`src/design/assert_macros.svh`:
```
// Assertion macros used by the top-level design file.
// Each macro samples on clk_i and is disabled while rst_ni is low.
`ifndef ASSERT_MACROS_SVH
`define ASSERT_MACROS_SVH

// The consequent must hold in the same cycle as the antecedent.
`define PCP_ASSERT_IMP(lbl, ante, cons) \
  lbl: assert property (@(posedge clk_i) disable iff (!rst_ni) (ante) |-> (cons)) \
    else $error("same-cycle implication failed");

// The consequent must hold in the cycle after the antecedent.
`define PCP_ASSERT_NXT(lbl, ante, cons) \
  lbl: assert property (@(posedge clk_i) disable iff (!rst_ni) (ante) |=> (cons)) \
    else $error("next-cycle implication failed");

`endif

```
`src/design/pcp_pkg.sv`:
```
`timescale 1ns / 1ps

package pcp_pkg;

  localparam int SAMPLE_W   = 16;
  localparam int PCNT_W     = 10;
  localparam int WFIRST_W   = 10;
  localparam int WEND_W     = 11;
  localparam int CFG_IDX_W  = 2;
  localparam int CFG_DATA_W = 11;

  localparam int CHARGE_W = 35;
  localparam int PEAK_W   = 25;
  localparam int STATUS_W = 2;

  localparam int SUM_W = 27;

  // Dividend width of the rounding dividers, with margin over the largest magnitude.
  localparam int DIV_W = 46;

  localparam int QUEUE_DEPTH = 2;
  localparam int QPTR_W      = $clog2(QUEUE_DEPTH);
  localparam int QCNT_W      = $clog2(QUEUE_DEPTH + 1);

  localparam logic [CFG_IDX_W-1:0] REG_PED_COUNT = 2'd0;
  localparam logic [CFG_IDX_W-1:0] REG_WIN_FIRST = 2'd1;
  localparam logic [CFG_IDX_W-1:0] REG_WIN_END   = 2'd2;

  localparam logic [PCNT_W-1:0]   PED_COUNT_RST = 10'd100;
  localparam logic [WFIRST_W-1:0] WIN_FIRST_RST = 10'd150;
  localparam logic [WEND_W-1:0]   WIN_END_RST   = 11'd350;

  localparam logic signed [SAMPLE_W-1:0] SAMPLE_MAX = 16'sh7fff;

  typedef enum logic [STATUS_W-1:0] {
    STATUS_OK       = 2'd0,
    STATUS_WINDOW   = 2'd1,
    STATUS_PEDESTAL = 2'd2
  } status_e;

  typedef struct packed {
    status_e                     status;
    logic [PCNT_W-1:0]           ped_n;
    logic signed [SUM_W-1:0]     ped_sum;
    logic [WEND_W-1:0]           win_len;
    logic signed [SUM_W-1:0]     win_sum;
    logic signed [SAMPLE_W-1:0]  win_min;
  } job_t;

endpackage

```
`src/design/pcp_if.sv`:
```
`timescale 1ns / 1ps

interface pcp_in_if;
  logic                                valid;
  logic                                ready;
  logic signed [pcp_pkg::SAMPLE_W-1:0] sample;
  logic                                last_sample;

  modport source (output valid, output sample, output last_sample, input ready);
  modport sink (input valid, input sample, input last_sample, output ready);
endinterface

interface pcp_out_if;
  logic                                valid;
  logic                                ready;
  logic signed [pcp_pkg::CHARGE_W-1:0] charge;
  logic signed [pcp_pkg::PEAK_W-1:0]   peak;
  logic [pcp_pkg::STATUS_W-1:0]        status;

  modport source (output valid, output charge, output peak, output status, input ready);
  modport sink (input valid, input charge, input peak, input status, output ready);
endinterface

```
`src/design/pulse_charge_and_peak.sv`:
```
`timescale 1ns / 1ps
// Channel   Direction  Payload                        Transaction
// smp_i     in         sample, last_sample            one ADC sample of a waveform
// res_o     out        charge, peak, status           one result per waveform
// cfg_*     in         cfg_idx_i, cfg_data_i          register write when cfg_we_i is high
//
// The front takes one sample per cycle and stalls only while the two-entry job queue is full.
// In the back end a good result passes MUL, DIFF, ABS, the bit-serial DIV state and DONE.
// An error result skips the arithmetic; its job goes from IDLE straight to DONE.
// Reset is asynchronous and active low; it restores register defaults and clears the front's sums.
// A waiting result in the output register does not stop the back end from taking the next job.

`include "assert_macros.svh"

module pulse_charge_and_peak #(
  parameter int MAX_SAMPLES       = 1024,
  parameter int FALLBACK_PEDESTAL = 100
) (
  input  logic                           clk_i,
  input  logic                           rst_ni,
  input  logic                           cfg_we_i,
  input  logic [pcp_pkg::CFG_IDX_W-1:0]  cfg_idx_i,
  input  logic [pcp_pkg::CFG_DATA_W-1:0] cfg_data_i,
  pcp_in_if.sink                         smp_i,
  pcp_out_if.source                      res_o
);

  logic          q_push, q_pop, q_full, q_empty;
  pcp_pkg::job_t q_job_in, q_job_out;

  pcp_front #(
    .MAX_SAMPLES       (MAX_SAMPLES),
    .FALLBACK_PEDESTAL (FALLBACK_PEDESTAL)
  ) u_front (
    .clk_i      (clk_i),
    .rst_ni     (rst_ni),
    .cfg_we_i   (cfg_we_i),
    .cfg_idx_i  (cfg_idx_i),
    .cfg_data_i (cfg_data_i),
    .smp_i      (smp_i),
    .q_full_i   (q_full),
    .q_push_o   (q_push),
    .q_job_o    (q_job_in)
  );

  pcp_queue u_queue (
    .clk_i   (clk_i),
    .rst_ni  (rst_ni),
    .push_i  (q_push),
    .job_i   (q_job_in),
    .full_o  (q_full),
    .pop_i   (q_pop),
    .job_o   (q_job_out),
    .empty_o (q_empty)
  );

  pcp_back u_back (
    .clk_i   (clk_i),
    .rst_ni  (rst_ni),
    .job_i   (q_job_out),
    .empty_i (q_empty),
    .pop_o   (q_pop),
    .res_o   (res_o)
  );

  `PCP_ASSERT_IMP(a_pop_has_job, q_pop, !q_empty)
  `PCP_ASSERT_NXT(a_one_job_at_a_time, q_pop, !q_pop)
  `PCP_ASSERT_IMP(a_error_zero, res_o.valid && res_o.status != pcp_pkg::STATUS_OK,
                  res_o.charge == '0 && res_o.peak == '0)

endmodule

```
`src/design/pcp_front.sv`:
```
`timescale 1ns / 1ps

module pcp_front #(
  parameter int MAX_SAMPLES       = 1024,
  parameter int FALLBACK_PEDESTAL = 100
) (
  input  logic                             clk_i,
  input  logic                             rst_ni,
  input  logic                             cfg_we_i,
  input  logic [pcp_pkg::CFG_IDX_W-1:0]    cfg_idx_i,
  input  logic [pcp_pkg::CFG_DATA_W-1:0]   cfg_data_i,
  pcp_in_if.sink                           smp_i,
  input  logic                             q_full_i,
  output logic                             q_push_o,
  output pcp_pkg::job_t                    q_job_o
);

  localparam int IW    = $clog2(MAX_SAMPLES + 1);
  localparam int CMP_W = (IW > pcp_pkg::WEND_W) ? IW : pcp_pkg::WEND_W;
  localparam int FB_W  = pcp_pkg::SAMPLE_W + $clog2(FALLBACK_PEDESTAL + 1);
  localparam int SUM_W = pcp_pkg::SUM_W;

  logic [pcp_pkg::PCNT_W-1:0]   ped_count_q;
  logic [pcp_pkg::WFIRST_W-1:0] win_first_q;
  logic [pcp_pkg::WEND_W-1:0]   win_end_q;

  logic [IW-1:0]                         idx_q, idx_d;
  logic signed [SUM_W-1:0]               ped_sum_q, ped_sum_d;
  logic signed [FB_W-1:0]                fb_sum_q, fb_sum_d;
  logic signed [SUM_W-1:0]               win_sum_q, win_sum_d;
  logic signed [pcp_pkg::SAMPLE_W-1:0]   win_min_q, win_min_d;

  logic             accept;
  logic             in_range;
  logic [CMP_W-1:0] idx_x;
  logic [CMP_W-1:0] len_x;
  logic             ped_hit, fb_hit, win_hit;
  logic             use_cfg;
  pcp_pkg::status_e status;

  assign smp_i.ready = !q_full_i;
  assign accept      = smp_i.valid && smp_i.ready;

  always_ff @(posedge clk_i or negedge rst_ni) begin
    if (!rst_ni) begin
      ped_count_q <= pcp_pkg::PED_COUNT_RST;
      win_first_q <= pcp_pkg::WIN_FIRST_RST;
      win_end_q   <= pcp_pkg::WIN_END_RST;
    end else if (cfg_we_i) begin
      case (cfg_idx_i)
        pcp_pkg::REG_PED_COUNT: ped_count_q <= cfg_data_i[pcp_pkg::PCNT_W-1:0];
        pcp_pkg::REG_WIN_FIRST: win_first_q <= cfg_data_i[pcp_pkg::WFIRST_W-1:0];
        pcp_pkg::REG_WIN_END:   win_end_q   <= cfg_data_i[pcp_pkg::WEND_W-1:0];
        default: ;
      endcase
    end
  end

  always_comb begin
    in_range = idx_q < IW'(MAX_SAMPLES);
    idx_x    = CMP_W'(idx_q);
    ped_hit  = in_range && (idx_q != '0) && (idx_x <= CMP_W'(ped_count_q));
    fb_hit   = in_range && (idx_q != '0) && (idx_x <= CMP_W'(FALLBACK_PEDESTAL));
    win_hit  = in_range && (idx_x >= CMP_W'(win_first_q)) && (idx_x < CMP_W'(win_end_q));

    idx_d     = in_range ? idx_q + IW'(1) : idx_q;
    ped_sum_d = ped_sum_q + (ped_hit ? SUM_W'(smp_i.sample) : '0);
    fb_sum_d  = fb_sum_q + (fb_hit ? FB_W'(smp_i.sample) : '0);
    win_sum_d = win_sum_q + (win_hit ? SUM_W'(smp_i.sample) : '0);
    win_min_d = (win_hit && (smp_i.sample < win_min_q)) ? smp_i.sample : win_min_q;

    len_x   = CMP_W'(idx_d);
    use_cfg = (ped_count_q != '0) && (CMP_W'(ped_count_q) < len_x);
    if (!use_cfg && (len_x <= CMP_W'(FALLBACK_PEDESTAL))) begin
      status = pcp_pkg::STATUS_PEDESTAL;
    end else if ((pcp_pkg::WEND_W'(win_first_q) >= win_end_q) ||
                 (CMP_W'(win_end_q) > len_x)) begin
      status = pcp_pkg::STATUS_WINDOW;
    end else begin
      status = pcp_pkg::STATUS_OK;
    end

    q_job_o.status  = status;
    q_job_o.ped_n   = use_cfg ? ped_count_q : pcp_pkg::PCNT_W'(FALLBACK_PEDESTAL);
    q_job_o.ped_sum = use_cfg ? ped_sum_d : SUM_W'(fb_sum_d);
    q_job_o.win_len = win_end_q - pcp_pkg::WEND_W'(win_first_q);
    q_job_o.win_sum = win_sum_d;
    q_job_o.win_min = win_min_d;
  end

  assign q_push_o = accept && smp_i.last_sample;

  always_ff @(posedge clk_i or negedge rst_ni) begin
    if (!rst_ni) begin
      idx_q     <= '0;
      ped_sum_q <= '0;
      fb_sum_q  <= '0;
      win_sum_q <= '0;
      win_min_q <= pcp_pkg::SAMPLE_MAX;
    end else if (accept) begin
      if (smp_i.last_sample) begin
        idx_q     <= '0;
        ped_sum_q <= '0;
        fb_sum_q  <= '0;
        win_sum_q <= '0;
        win_min_q <= pcp_pkg::SAMPLE_MAX;
      end else begin
        idx_q     <= idx_d;
        ped_sum_q <= ped_sum_d;
        fb_sum_q  <= fb_sum_d;
        win_sum_q <= win_sum_d;
        win_min_q <= win_min_d;
      end
    end
  end

endmodule

```
`src/design/pcp_queue.sv`:
```
`timescale 1ns / 1ps

module pcp_queue (
  input  logic          clk_i,
  input  logic          rst_ni,
  input  logic          push_i,
  input  pcp_pkg::job_t job_i,
  output logic          full_o,
  input  logic          pop_i,
  output pcp_pkg::job_t job_o,
  output logic          empty_o
);

  pcp_pkg::job_t mem_q [pcp_pkg::QUEUE_DEPTH];

  logic [pcp_pkg::QPTR_W-1:0] wr_ptr_q, rd_ptr_q;
  logic [pcp_pkg::QCNT_W-1:0] count_q;

  assign full_o  = count_q == pcp_pkg::QCNT_W'(pcp_pkg::QUEUE_DEPTH);
  assign empty_o = count_q == '0;
  assign job_o   = mem_q[rd_ptr_q];

  always_ff @(posedge clk_i) begin
    if (push_i) begin
      mem_q[wr_ptr_q] <= job_i;
    end
  end

  always_ff @(posedge clk_i or negedge rst_ni) begin
    if (!rst_ni) begin
      wr_ptr_q <= '0;
      rd_ptr_q <= '0;
      count_q  <= '0;
    end else begin
      if (push_i) begin
        wr_ptr_q <= wr_ptr_q + pcp_pkg::QPTR_W'(1);
      end
      if (pop_i) begin
        rd_ptr_q <= rd_ptr_q + pcp_pkg::QPTR_W'(1);
      end
      case ({push_i, pop_i})
        2'b10:   count_q <= count_q + pcp_pkg::QCNT_W'(1);
        2'b01:   count_q <= count_q - pcp_pkg::QCNT_W'(1);
        default: count_q <= count_q;
      endcase
    end
  end

endmodule

```
`src/design/pcp_back.sv`:
```
`timescale 1ns / 1ps

module pcp_back (
  input  logic          clk_i,
  input  logic          rst_ni,
  input  pcp_pkg::job_t job_i,
  input  logic          empty_i,
  output logic          pop_o,
  pcp_out_if.source     res_o
);

  localparam int SUM_W = pcp_pkg::SUM_W;
  localparam int DIV_W = pcp_pkg::DIV_W;
  localparam int PWS_W = pcp_pkg::WEND_W + 1 + SUM_W;
  localparam int PWP_W = SUM_W + pcp_pkg::PCNT_W + 1;
  localparam int PMP_W = pcp_pkg::SAMPLE_W + pcp_pkg::PCNT_W + 1;
  localparam int DC_W  = PWS_W + 1;
  localparam int DP_W  = SUM_W + 1;
  localparam int REM_W = pcp_pkg::PCNT_W + 1;
  localparam int CNT_W = $clog2(DIV_W);

  localparam logic [DIV_W-1:0] CHG_LIM = DIV_W'(1) << (pcp_pkg::CHARGE_W - 1);
  localparam logic [DIV_W-1:0] PK_LIM  = DIV_W'(1) << (pcp_pkg::PEAK_W - 1);

  typedef enum logic [2:0] {
    ST_IDLE,
    ST_MUL,
    ST_DIFF,
    ST_ABS,
    ST_DIV,
    ST_DONE
  } state_e;

  state_e state_q;

  pcp_pkg::job_t            job_q;
  logic signed [PWS_W-1:0]  prod_ws_q;
  logic signed [PWP_W-1:0]  prod_wp_q;
  logic signed [PMP_W-1:0]  prod_mp_q;
  logic signed [DC_W-1:0]   diff_c_q;
  logic signed [DP_W-1:0]   diff_p_q;
  logic                     neg_c_q, neg_p_q;
  logic [DIV_W-1:0]         dvd_c_q, dvd_p_q;
  logic [REM_W-1:0]         rem_c_q, rem_p_q;
  logic [CNT_W-1:0]         cnt_q;

  logic                                out_valid_q;
  logic signed [pcp_pkg::CHARGE_W-1:0] charge_q;
  logic signed [pcp_pkg::PEAK_W-1:0]   peak_q;
  logic [pcp_pkg::STATUS_W-1:0]        status_q;

  logic [DC_W-1:0]  mag_c;
  logic [DP_W-1:0]  mag_p;
  logic [REM_W-1:0] divisor;
  logic [REM_W-1:0] rem_c_sh, rem_p_sh;
  logic             ge_c, ge_p;
  logic [DIV_W-1:0] neg_qc, neg_qp;
  logic signed [pcp_pkg::CHARGE_W-1:0] charge_d;
  logic signed [pcp_pkg::PEAK_W-1:0]   peak_d;
  logic             load_out;

  assign pop_o    = (state_q == ST_IDLE) && !empty_i;
  assign load_out = (state_q == ST_DONE) && (!out_valid_q || res_o.ready);

  always_comb begin
    mag_c   = diff_c_q[DC_W-1] ? DC_W'(-diff_c_q) : DC_W'(diff_c_q);
    mag_p   = diff_p_q[DP_W-1] ? DP_W'(-diff_p_q) : DP_W'(diff_p_q);
    divisor = REM_W'(job_q.ped_n);

    rem_c_sh = {rem_c_q[REM_W-2:0], dvd_c_q[DIV_W-1]};
    rem_p_sh = {rem_p_q[REM_W-2:0], dvd_p_q[DIV_W-1]};
    ge_c     = rem_c_sh >= divisor;
    ge_p     = rem_p_sh >= divisor;

    neg_qc = -dvd_c_q;
    neg_qp = -dvd_p_q;
    if (job_q.status != pcp_pkg::STATUS_OK) begin
      charge_d = '0;
    end else if (neg_c_q) begin
      charge_d = (dvd_c_q > CHG_LIM) ? pcp_pkg::CHARGE_W'(CHG_LIM)
                                     : pcp_pkg::CHARGE_W'(neg_qc);
    end else begin
      charge_d = (dvd_c_q >= CHG_LIM) ? pcp_pkg::CHARGE_W'(CHG_LIM - DIV_W'(1))
                                      : pcp_pkg::CHARGE_W'(dvd_c_q);
    end
    if (job_q.status != pcp_pkg::STATUS_OK) begin
      peak_d = '0;
    end else if (neg_p_q) begin
      peak_d = (dvd_p_q > PK_LIM) ? pcp_pkg::PEAK_W'(PK_LIM) : pcp_pkg::PEAK_W'(neg_qp);
    end else begin
      peak_d = (dvd_p_q >= PK_LIM) ? pcp_pkg::PEAK_W'(PK_LIM - DIV_W'(1))
                                   : pcp_pkg::PEAK_W'(dvd_p_q);
    end
  end

  // Arithmetic datapath; MUL, DIFF, ABS and DIV step it.
  always_ff @(posedge clk_i) begin
    case (state_q)
      ST_IDLE: begin
        if (pop_o) begin
          job_q <= job_i;
        end
      end
      ST_MUL: begin
        prod_ws_q <= PWS_W'($signed({1'b0, job_q.win_len})) * PWS_W'(job_q.ped_sum);
        prod_wp_q <= PWP_W'(job_q.win_sum) * PWP_W'($signed({1'b0, job_q.ped_n}));
        prod_mp_q <= PMP_W'(job_q.win_min) * PMP_W'($signed({1'b0, job_q.ped_n}));
      end
      ST_DIFF: begin
        diff_c_q <= DC_W'(prod_ws_q) - DC_W'(prod_wp_q);
        diff_p_q <= DP_W'(job_q.ped_sum) - DP_W'(prod_mp_q);
      end
      ST_ABS: begin
        neg_c_q <= diff_c_q[DC_W-1];
        neg_p_q <= diff_p_q[DP_W-1];
        dvd_c_q <= DIV_W'({mag_c, 8'b0}) + DIV_W'(job_q.ped_n >> 1);
        dvd_p_q <= DIV_W'({mag_p, 8'b0}) + DIV_W'(job_q.ped_n >> 1);
        rem_c_q <= '0;
        rem_p_q <= '0;
      end
      ST_DIV: begin
        rem_c_q <= ge_c ? rem_c_sh - divisor : rem_c_sh;
        rem_p_q <= ge_p ? rem_p_sh - divisor : rem_p_sh;
        dvd_c_q <= {dvd_c_q[DIV_W-2:0], ge_c};
        dvd_p_q <= {dvd_p_q[DIV_W-2:0], ge_p};
      end
      default: ;
    endcase
  end

  always_ff @(posedge clk_i or negedge rst_ni) begin
    if (!rst_ni) begin
      state_q     <= ST_IDLE;
      cnt_q       <= '0;
      out_valid_q <= 1'b0;
      charge_q    <= '0;
      peak_q      <= '0;
      status_q    <= '0;
    end else begin
      if (load_out) begin
        out_valid_q <= 1'b1;
        charge_q    <= charge_d;
        peak_q      <= peak_d;
        status_q    <= job_q.status;
      end else if (res_o.ready) begin
        out_valid_q <= 1'b0;
      end
      case (state_q)
        ST_IDLE: begin
          if (pop_o) begin
            state_q <= (job_i.status == pcp_pkg::STATUS_OK) ? ST_MUL : ST_DONE;
          end
        end
        ST_MUL:  state_q <= ST_DIFF;
        ST_DIFF: state_q <= ST_ABS;
        ST_ABS: begin
          cnt_q   <= '0;
          state_q <= ST_DIV;
        end
        ST_DIV: begin
          cnt_q <= cnt_q + CNT_W'(1);
          if (cnt_q == CNT_W'(DIV_W - 1)) begin
            state_q <= ST_DONE;
          end
        end
        ST_DONE: begin
          if (load_out) begin
            state_q <= ST_IDLE;
          end
        end
        default: state_q <= ST_IDLE;
      endcase
    end
  end

  assign res_o.valid  = out_valid_q;
  assign res_o.charge = charge_q;
  assign res_o.peak   = peak_q;
  assign res_o.status = status_q;

endmodule

```
`src/flat_wrapper.sv`:
```
// flat-port wrapper written by rule: the top's interface ports become plain ports
module pulse_charge_and_peak_flat 
#(
  parameter int MAX_SAMPLES       = 1024,
  parameter int FALLBACK_PEDESTAL = 100
)
  (clk_i, rst_ni, cfg_we_i, cfg_idx_i, cfg_data_i, smp_i_valid, smp_i_sample, smp_i_last_sample, smp_i_ready, res_o_valid, res_o_charge, res_o_peak, res_o_status, res_o_ready);
  pcp_in_if smp_i_i ();
  pcp_out_if res_o_i ();
  input  logic clk_i;
  input  logic rst_ni;
  input  logic cfg_we_i;
  input  logic [pcp_pkg::CFG_IDX_W-1:0] cfg_idx_i;
  input  logic [pcp_pkg::CFG_DATA_W-1:0] cfg_data_i;
  input wire logic [$bits(smp_i_i.valid)-1:0] smp_i_valid;
  input wire logic [$bits(smp_i_i.sample)-1:0] smp_i_sample;
  input wire logic [$bits(smp_i_i.last_sample)-1:0] smp_i_last_sample;
  output wire logic [$bits(smp_i_i.ready)-1:0] smp_i_ready;
  output wire logic [$bits(res_o_i.valid)-1:0] res_o_valid;
  output wire logic [$bits(res_o_i.charge)-1:0] res_o_charge;
  output wire logic [$bits(res_o_i.peak)-1:0] res_o_peak;
  output wire logic [$bits(res_o_i.status)-1:0] res_o_status;
  input wire logic [$bits(res_o_i.ready)-1:0] res_o_ready;
  assign smp_i_i.valid = smp_i_valid;
  assign smp_i_i.sample = smp_i_sample;
  assign smp_i_i.last_sample = smp_i_last_sample;
  assign smp_i_ready = smp_i_i.ready;
  assign res_o_valid = res_o_i.valid;
  assign res_o_charge = res_o_i.charge;
  assign res_o_peak = res_o_i.peak;
  assign res_o_status = res_o_i.status;
  assign res_o_i.ready = res_o_ready;
  pulse_charge_and_peak #(.MAX_SAMPLES(MAX_SAMPLES), .FALLBACK_PEDESTAL(FALLBACK_PEDESTAL)) u_core (.clk_i(clk_i), .rst_ni(rst_ni), .cfg_we_i(cfg_we_i), .cfg_idx_i(cfg_idx_i), .cfg_data_i(cfg_data_i), .smp_i(smp_i_i), .res_o(res_o_i));
endmodule
```
`config.mk`:
```
export PLATFORM = sky130hd
export DESIGN_NAME = pulse_charge_and_peak_flat
export DESIGN_NICKNAME = d
export VERILOG_FILES = /design/src/design/pcp_pkg.sv /design/src/design/pcp_if.sv /design/src/design/pulse_charge_and_peak.sv /design/src/design/pcp_front.sv /design/src/design/pcp_queue.sv /design/src/design/pcp_back.sv /design/src/flat_wrapper.sv
export VERILOG_INCLUDE_DIRS = /design/src /design/src/design
export SDC_FILE = /design/constraint.sdc
export NUM_CORES = 2
export LEC_CHECK = 0
export ABC_AREA = 1
export BUFFER_PORTS_ARGS = -buffer_cell sky130_fd_sc_hd__buf_4
export CAP_MARGIN = 15
export CORE_MARGIN = 2
export CORE_UTILIZATION = 45
export DETAILED_ROUTE_END_ITERATION = 8
export PLACE_DENSITY_LB_ADDON = 0.05
export SETUP_SLACK_MARGIN = 0.5
export SLEW_MARGIN = 20
export SYNTH_ARGS = -nofsm -noshare
export SYNTH_HDL_FRONTEND = slang
export SYNTH_HIERARCHICAL = 1
export SYNTH_SLANG_ARGS = --single-unit
```
`constraint.sdc`:
```
create_clock -name clk_i -period 17.8 [get_ports clk_i]
set_input_delay 2.67 -clock clk_i [delete_from_list [all_inputs] [get_ports clk_i]]
set_output_delay 2.67 -clock clk_i [all_outputs]
set_load 0.05 [all_outputs]
```
# == Word level (Yosys, flattened, before mapping) ==
# Memory sizes are Yosys's and may differ from the RTL's.
# Index checks and enable logic that the tools add are counted.
# word_totals
register_bits,590
latchBits,0
ramBits,186
mem_bits_ro,0
in_bits,35
out_inout_bits,64
mem_count,1
# memory_table
name,depth,word_bits,read_ports,rd_ports_with_merged_regs,write_ports,line,rtl
u_core.u_queue.mem_q,2,93,1,0,1,pcp_queue.sv:14,pcp_pkg::job_t mem_q [pcp_pkg::QUEUE_DEPTH];
# op_classes
n_addsub,20
multipliers,3
div_mod_pow,0
n_lt_le_gt_ge,16
n_eq_ne,14
shifts,0
muxes,41
bitwise_logic,0
n_reduce_logical,33
# op_table
operator,n
$pmux 46 s2,2
$mux 35,4
$mux 27,5
$mux 25,4
$add 27x27->27,2
$add 46x9->46,1
$ge 46x25->1 const B,1
$ge 46x35->1 const B,1
$gt 46x25->1 const B,1
$gt 46x35->1 const B,1
$mux 23,2
$pmux 10 s2,2
$sub 39x38->40,1
$mul 12x27->39,1
$mul 27x11->38,1
$mux 38,1
$neg 38->38,1
$add 36x9->37,1
$neg 35->35,1
$ge 11x10->1,3
$mux 16,2
$mux 10,3
$mux 28,1
$neg 28->28,1
other kinds (44),84

# == Logic depth before layout (Yosys ltp) ==
# logic_depth
ltp_word,7
mapped_depth,27
ltp_nobuf,26

# == Hierarchy ==
# The synthesis kept the hierarchy.
# by_module_without_submodules
mod,n_inst,cells_per_inst,area_each_um2,seq_area_each_um2
pcp_back,1,6620,53495.1,13152.6
pcp_front,1,1858,12658.4,3413.3
pcp_queue,1,510,7290.7,5685.5

# == Worst setup path after synthesis ==
# Ideal clock, no wire load.
# synth_path
path_kind,reg-to-reg
startpoint,register u_core.u_back.state_q[0]
endpoint,register u_core/u_queue/count_q[1] in the netlist's numbering
setup_ns,0.117
arrival_time_ns,8.263
t_required_ns,17.683
setup_slack_ns,9.420
stages_incl_launch_ff,9
path_buffers,0
path_cell_list,dfrtp_1 -> nor2_1 -> inv_1 -> nor3_1 -> ha_1 -> inv_1 -> nand3_1 -> nand2_1 -> nand2_1
# synth_via
elab_chain_cells,4
word_cells_on_any_way,6
cone_classes,eq/ne: 2; mux: 1; reduce/logical: 3
# synth_rtl
element,line,rtl
start: declaration,pcp_back.sv:34,state_e state_q;
start signal: assignment,pcp_back.sv:151,state_q <= (job_i.status == pcp_pkg::STATUS_OK) ? ST_MUL : ST_DONE;
$logic_not 3->1 (*),pcp_back.sv:62,assign pop_o = (state_q == ST_IDLE) && !empty_i;
$logic_and 1x1->1 (*),pcp_back.sv:62,
via u_core.q_pop,pulse_charge_and_peak.sv:28,"logic q_push, q_pop, q_full, q_empty;"
$eq 2x1->1 / $eq 2x2->1 (equally long branches),pcp_queue.sv:41,"case ({push_i, pop_i})"
$pmux 2 s2 / $reduce_bool 2->1 (equally long branches),n/a,
end signal: assignment,pcp_queue.sv:42,2'b10: count_q <= count_q + pcp_pkg::QCNT_W'(1);
end signal: assignment,pcp_queue.sv:43,2'b01: count_q <= count_q - pcp_pkg::QCNT_W'(1);
end signal: assignment,pcp_queue.sv:44,default: count_q <= count_q;
end: declaration,pcp_queue.sv:17,logic [pcp_pkg::QCNT_W-1:0] count_q;
# The timed path passes the listed nets; every way through them passes the cells marked *.
# A chain may end at the register's enable or synchronous reset.

# == Final worst setup path ==
# layout_path
startpoint,register u_core/u_back/job_q[80] in the netlist's numbering
endpoint,register u_core.u_back.prod_ws_q[37] (data pin)
# layout_via
elab_chain_cells,1
# layout_rtl
element,line,rtl
start: declaration,pcp_back.sv:36,pcp_pkg::job_t job_q;
start signal: assignment,pcp_back.sv:101,job_q <= job_i;
$mul 12x27->39,pcp_back.sv:105,"prod_ws_q <= PWS_W'($signed({1'b0, job_q.win_len})) * PWS_W'(job_q.ped_sum);"
end signal: assignment,pcp_back.sv:105,
end: declaration,pcp_back.sv:37,logic signed [PWS_W-1:0] prod_ws_q;
# No other way between the ends.

==> metrics.cfg <==
[routing]
drtIter0Drc = 3695
drc = 0
vias_per_cell = 5.11
antenna_left = 0
num_vias = 57235
wl_per_cell_um = 18.0
drt_first_pass_iters = 6
drt-total-wl_um = 202000

[job]
drv_cap = 0

[finish]
layout_commonest_cell = nand2_1
layout.nets = 10115
final_cell_mix = 2234 x nand2_1, 1862 x inv_1, 646 x fa_1
layout-drive-gt1-share_pct = 6.44
nFillCells = 16035
area_growth_pct = 8.01

[critical_path]
rr_worst_depth = 19
end_kind = flip-flop
reg2reg_slack_ns = 11.53
reg2reg_to = u_core/u_back/prod_ws_q[37]
slowest_delay_ns = 0.78
crit_top_cell = inv_1
critical_path_class = flip-flop to flip-flop
regToRegStartpoint = u_core/u_back/job_q[80]
crit_family = adder cells
path_buf_inv = 6
worstPathArrival_ns = 6.69
cp-start-kind = flip-flop
crit_required_ns = 18.21
path_cells = nand2_1, inv_1, fa_1, inv_1, fa_1, inv_1, fa_1, fa_1, inv_1, fa_1, inv_1, ha_1, nand2_1, nor2_1, inv_1, nor4_1, o21ai_0, nand3_1, xor2_1
cp_slowest_cell = edfxtp_1
crit_fanout = 13

[timing]
worst_pin_slew_ns = 1.11
fin_setup_tns_ns = 0
rsz0062_at_grt = false
finalCriticalPeriod_ns = 6.27
drv_slew = 0
finClkSkew_ns = 0.0621
maxSlewHeadroom_pct = 25.0
finalHoldViolations = 0
period_share_pct = 35.2
max_freq_mhz = 159
setup_viol = 0

[floorplanning]
start_util_pct = 45.2
die_x_um = 408
fp.coreArea_um2 = 162000
die_h_um = 408
io_pins = 99
num_rows = 148
die-area_um2 = 166000

[run_status]
outcome = finished, final reports clean

[synthesis]
yosys.area.top_type = edfxtp_1
syn_inst = 8988
synth_top_area_share_pct = 23.1
ys_top_cells_by_area = edfxtp_1 23%, fa_1 18%, nand2_1 11%, inv_1 9.5%, ha_1 8.1%
synth.cell_area_um2 = 73400
syn_nets = 10146
synth-seq-area-share_pct = 30.3
synth_edf_count = 564
synth_cell_types = 67
synthFlopType = edfxtp_1
synthArstFlopShare_pct = 27.2
synth.ff_latch_count = 775
yosys_warnings = 6
syn_avg_cell_area_um2 = 8.17

[placement]
place.gp.congestion = 0.902
dp_hpwl_um = 157000
port-buffer-count = 98

[clock_network]
cts-root-buf = clkbuf_16
cts_hold_buffers = 0
clock_path_buffers = 3
cts.sinks = 775
cts_buffers = 92
cts_tree = built
post_cts_buffers = 0
cts_resized = 0
clk_latency_ns = 0.73
h-tree-depth = 3
path_clk_slew_ns = 0.06

[worst_hold_path]
hold_class = flip-flop to flip-flop
hold_end = u_core/u_back/res_o.charge[29]
hold_depth = 2
holdCritStartpoint = u_core/u_back/res_o.charge[29]

[global_route]
overflow = 0
antenna_found_initial = 2
grt.total_usage_pct = 24.5
grt_max_degree = 80
grt_pass1_wl_um = 325000
grt_pass1_vias = 57873

==> Yosys cell counts (44+ instances only) <==
master,instances
o31ai_1,45
fa_1,646
nor2_1,561
o21ai_0,367
inv_1,1864
dfrtp_1,183
ha_1,477
a21oi_1,338
nand3_1,302
xor2_1,183
a31oi_1,77
nand2_1,2236
edfxtp_1,564
o21ai_1,72
xnor2_1,110
clkbuf_1,198
nand2_2,44
nand4_1,94
nor3_1,72
==> metal layers <==
metal	up-vias	GRT usage, %	share of wire (%)
met1	27652	33.9	46
met3	251	2.92	4.3
met5	-	0	0
met2	1231	40.8	47
li1	28101	-	-
met4	0	6.44	2.8
==> layout make-up <==
class                      count  area [µm²]  area share [%]
timing repair buffer         159        1240            1.56
tap                         2175        2720            3.43
clock inverter                58         657           0.828
multi-input combinational   6029       42800            54.0
clock buffer                 114        2480            3.12
inverter                    1900        7140            9.00
sequential                   775       22300            28.1
antenna                        1        2.50         0.00315
==> worst register-to-register path: cells and delay by family, from the launching register on <==
| kind | cells | cell delay [ns] |
|---|---|---|
| adders and majority gates | 6 | 3.29 |
| and+or+nand+nor | 5 | 1.18 |
| buffers and inverters | 6 | 0.48 |
| xor gates and xnor gates | 1 | 0.09 |
| DFF | 1 | 0.78 |
| AOI/OAI and AO/OA | 1 | 0.17 |
==> state kept, by name, indices dropped and copies added, names as in the netlist, 11 cells and up <==
| signal | count |
|---|---|
| u_core/u_back/res_o.charge | 35 |
| u_core/u_back/prod_mp_q | 27 |
| u_core/u_queue/mem_q | 186 |
| u_core/u_front/fb_sum_q | 23 |
| u_core/u_back/diff_p_q | 28 |
| u_core/u_front/win_sum_q | 27 |
| u_core/u_back/job_q | 83 |
| u_core/u_back/prod_wp_q | 38 |
| u_core/u_back/dvd_c_q | 46 |
| u_core/u_back/dvd_p_q | 46 |
| u_core/u_front/win_end_q | 11 |
| u_core/u_back/res_o.peak | 25 |
| u_core/u_front/ped_sum_q | 27 |
| u_core/u_front/win_min_q | 16 |
| u_core/u_back/prod_ws_q | 39 |
| u_core/u_back/diff_c_q | 39 |
| u_core/u_front/idx_q | 11 |
==> worst max-delay path by stage <==
stage / from / slack, ns / cells past startpoint / endpoint
after floorplan: u_core/u_back/state_q[0] / 9.42 / 8 / u_core/u_queue/count_q[1]
after global placement: res_o_ready / 11.32 / 9 / u_core/u_back/res_o.charge[16]
after detailed placement: res_o_ready / 11.28 / 9 / u_core/u_back/res_o.charge[16]
after CTS: u_core/u_back/job_q[80] / 11.44 / 19 / u_core/u_back/prod_ws_q[37]
after global routing: u_core/u_back/job_q[80] / 11.17 / 19 / u_core/u_back/prod_ws_q[37]
final: u_core/u_back/job_q[80] / 11.53 / 19 / u_core/u_back/prod_ws_q[37]
==> stage by stage <==
step | setup WS, ns | hold WS (ns) | std cells | utilization [%] | instance area [µm²]
after global placement | 11.32 | 0.465 | 11035 | 46.9 | 76100
after detailed placement | 11.28 | 0.470 | 11036 | 46.9 | 76100
after floorplan | 9.42 | 0.451 | 8988 | - | 73400
after global routing | 11.17 | 0.504 | 11210 | 48.8 | 79300
after CTS | 11.44 | 0.486 | 11208 | 48.8 | 79300
final | 11.53 | 0.481 | 11211 | 48.8 | 79300
==> kinds of logic after synthesis <==
group                    count (synthesis)  synth area share [%]
AND/OR/NAND/NOR                       3497                  20.2
AO/OA/AOI/OAI                         1115                  8.76
adder cells (fa/ha/maj)               1123                  25.7
XOR/XNOR                               294                  3.53
flip-flops                             775                  30.3
buffers and inverters                 2184                  11.5
Power is left out: the tool's default activity adds up to more than one toggle a clock period on the data nets, which glitch-free logic cannot reach.
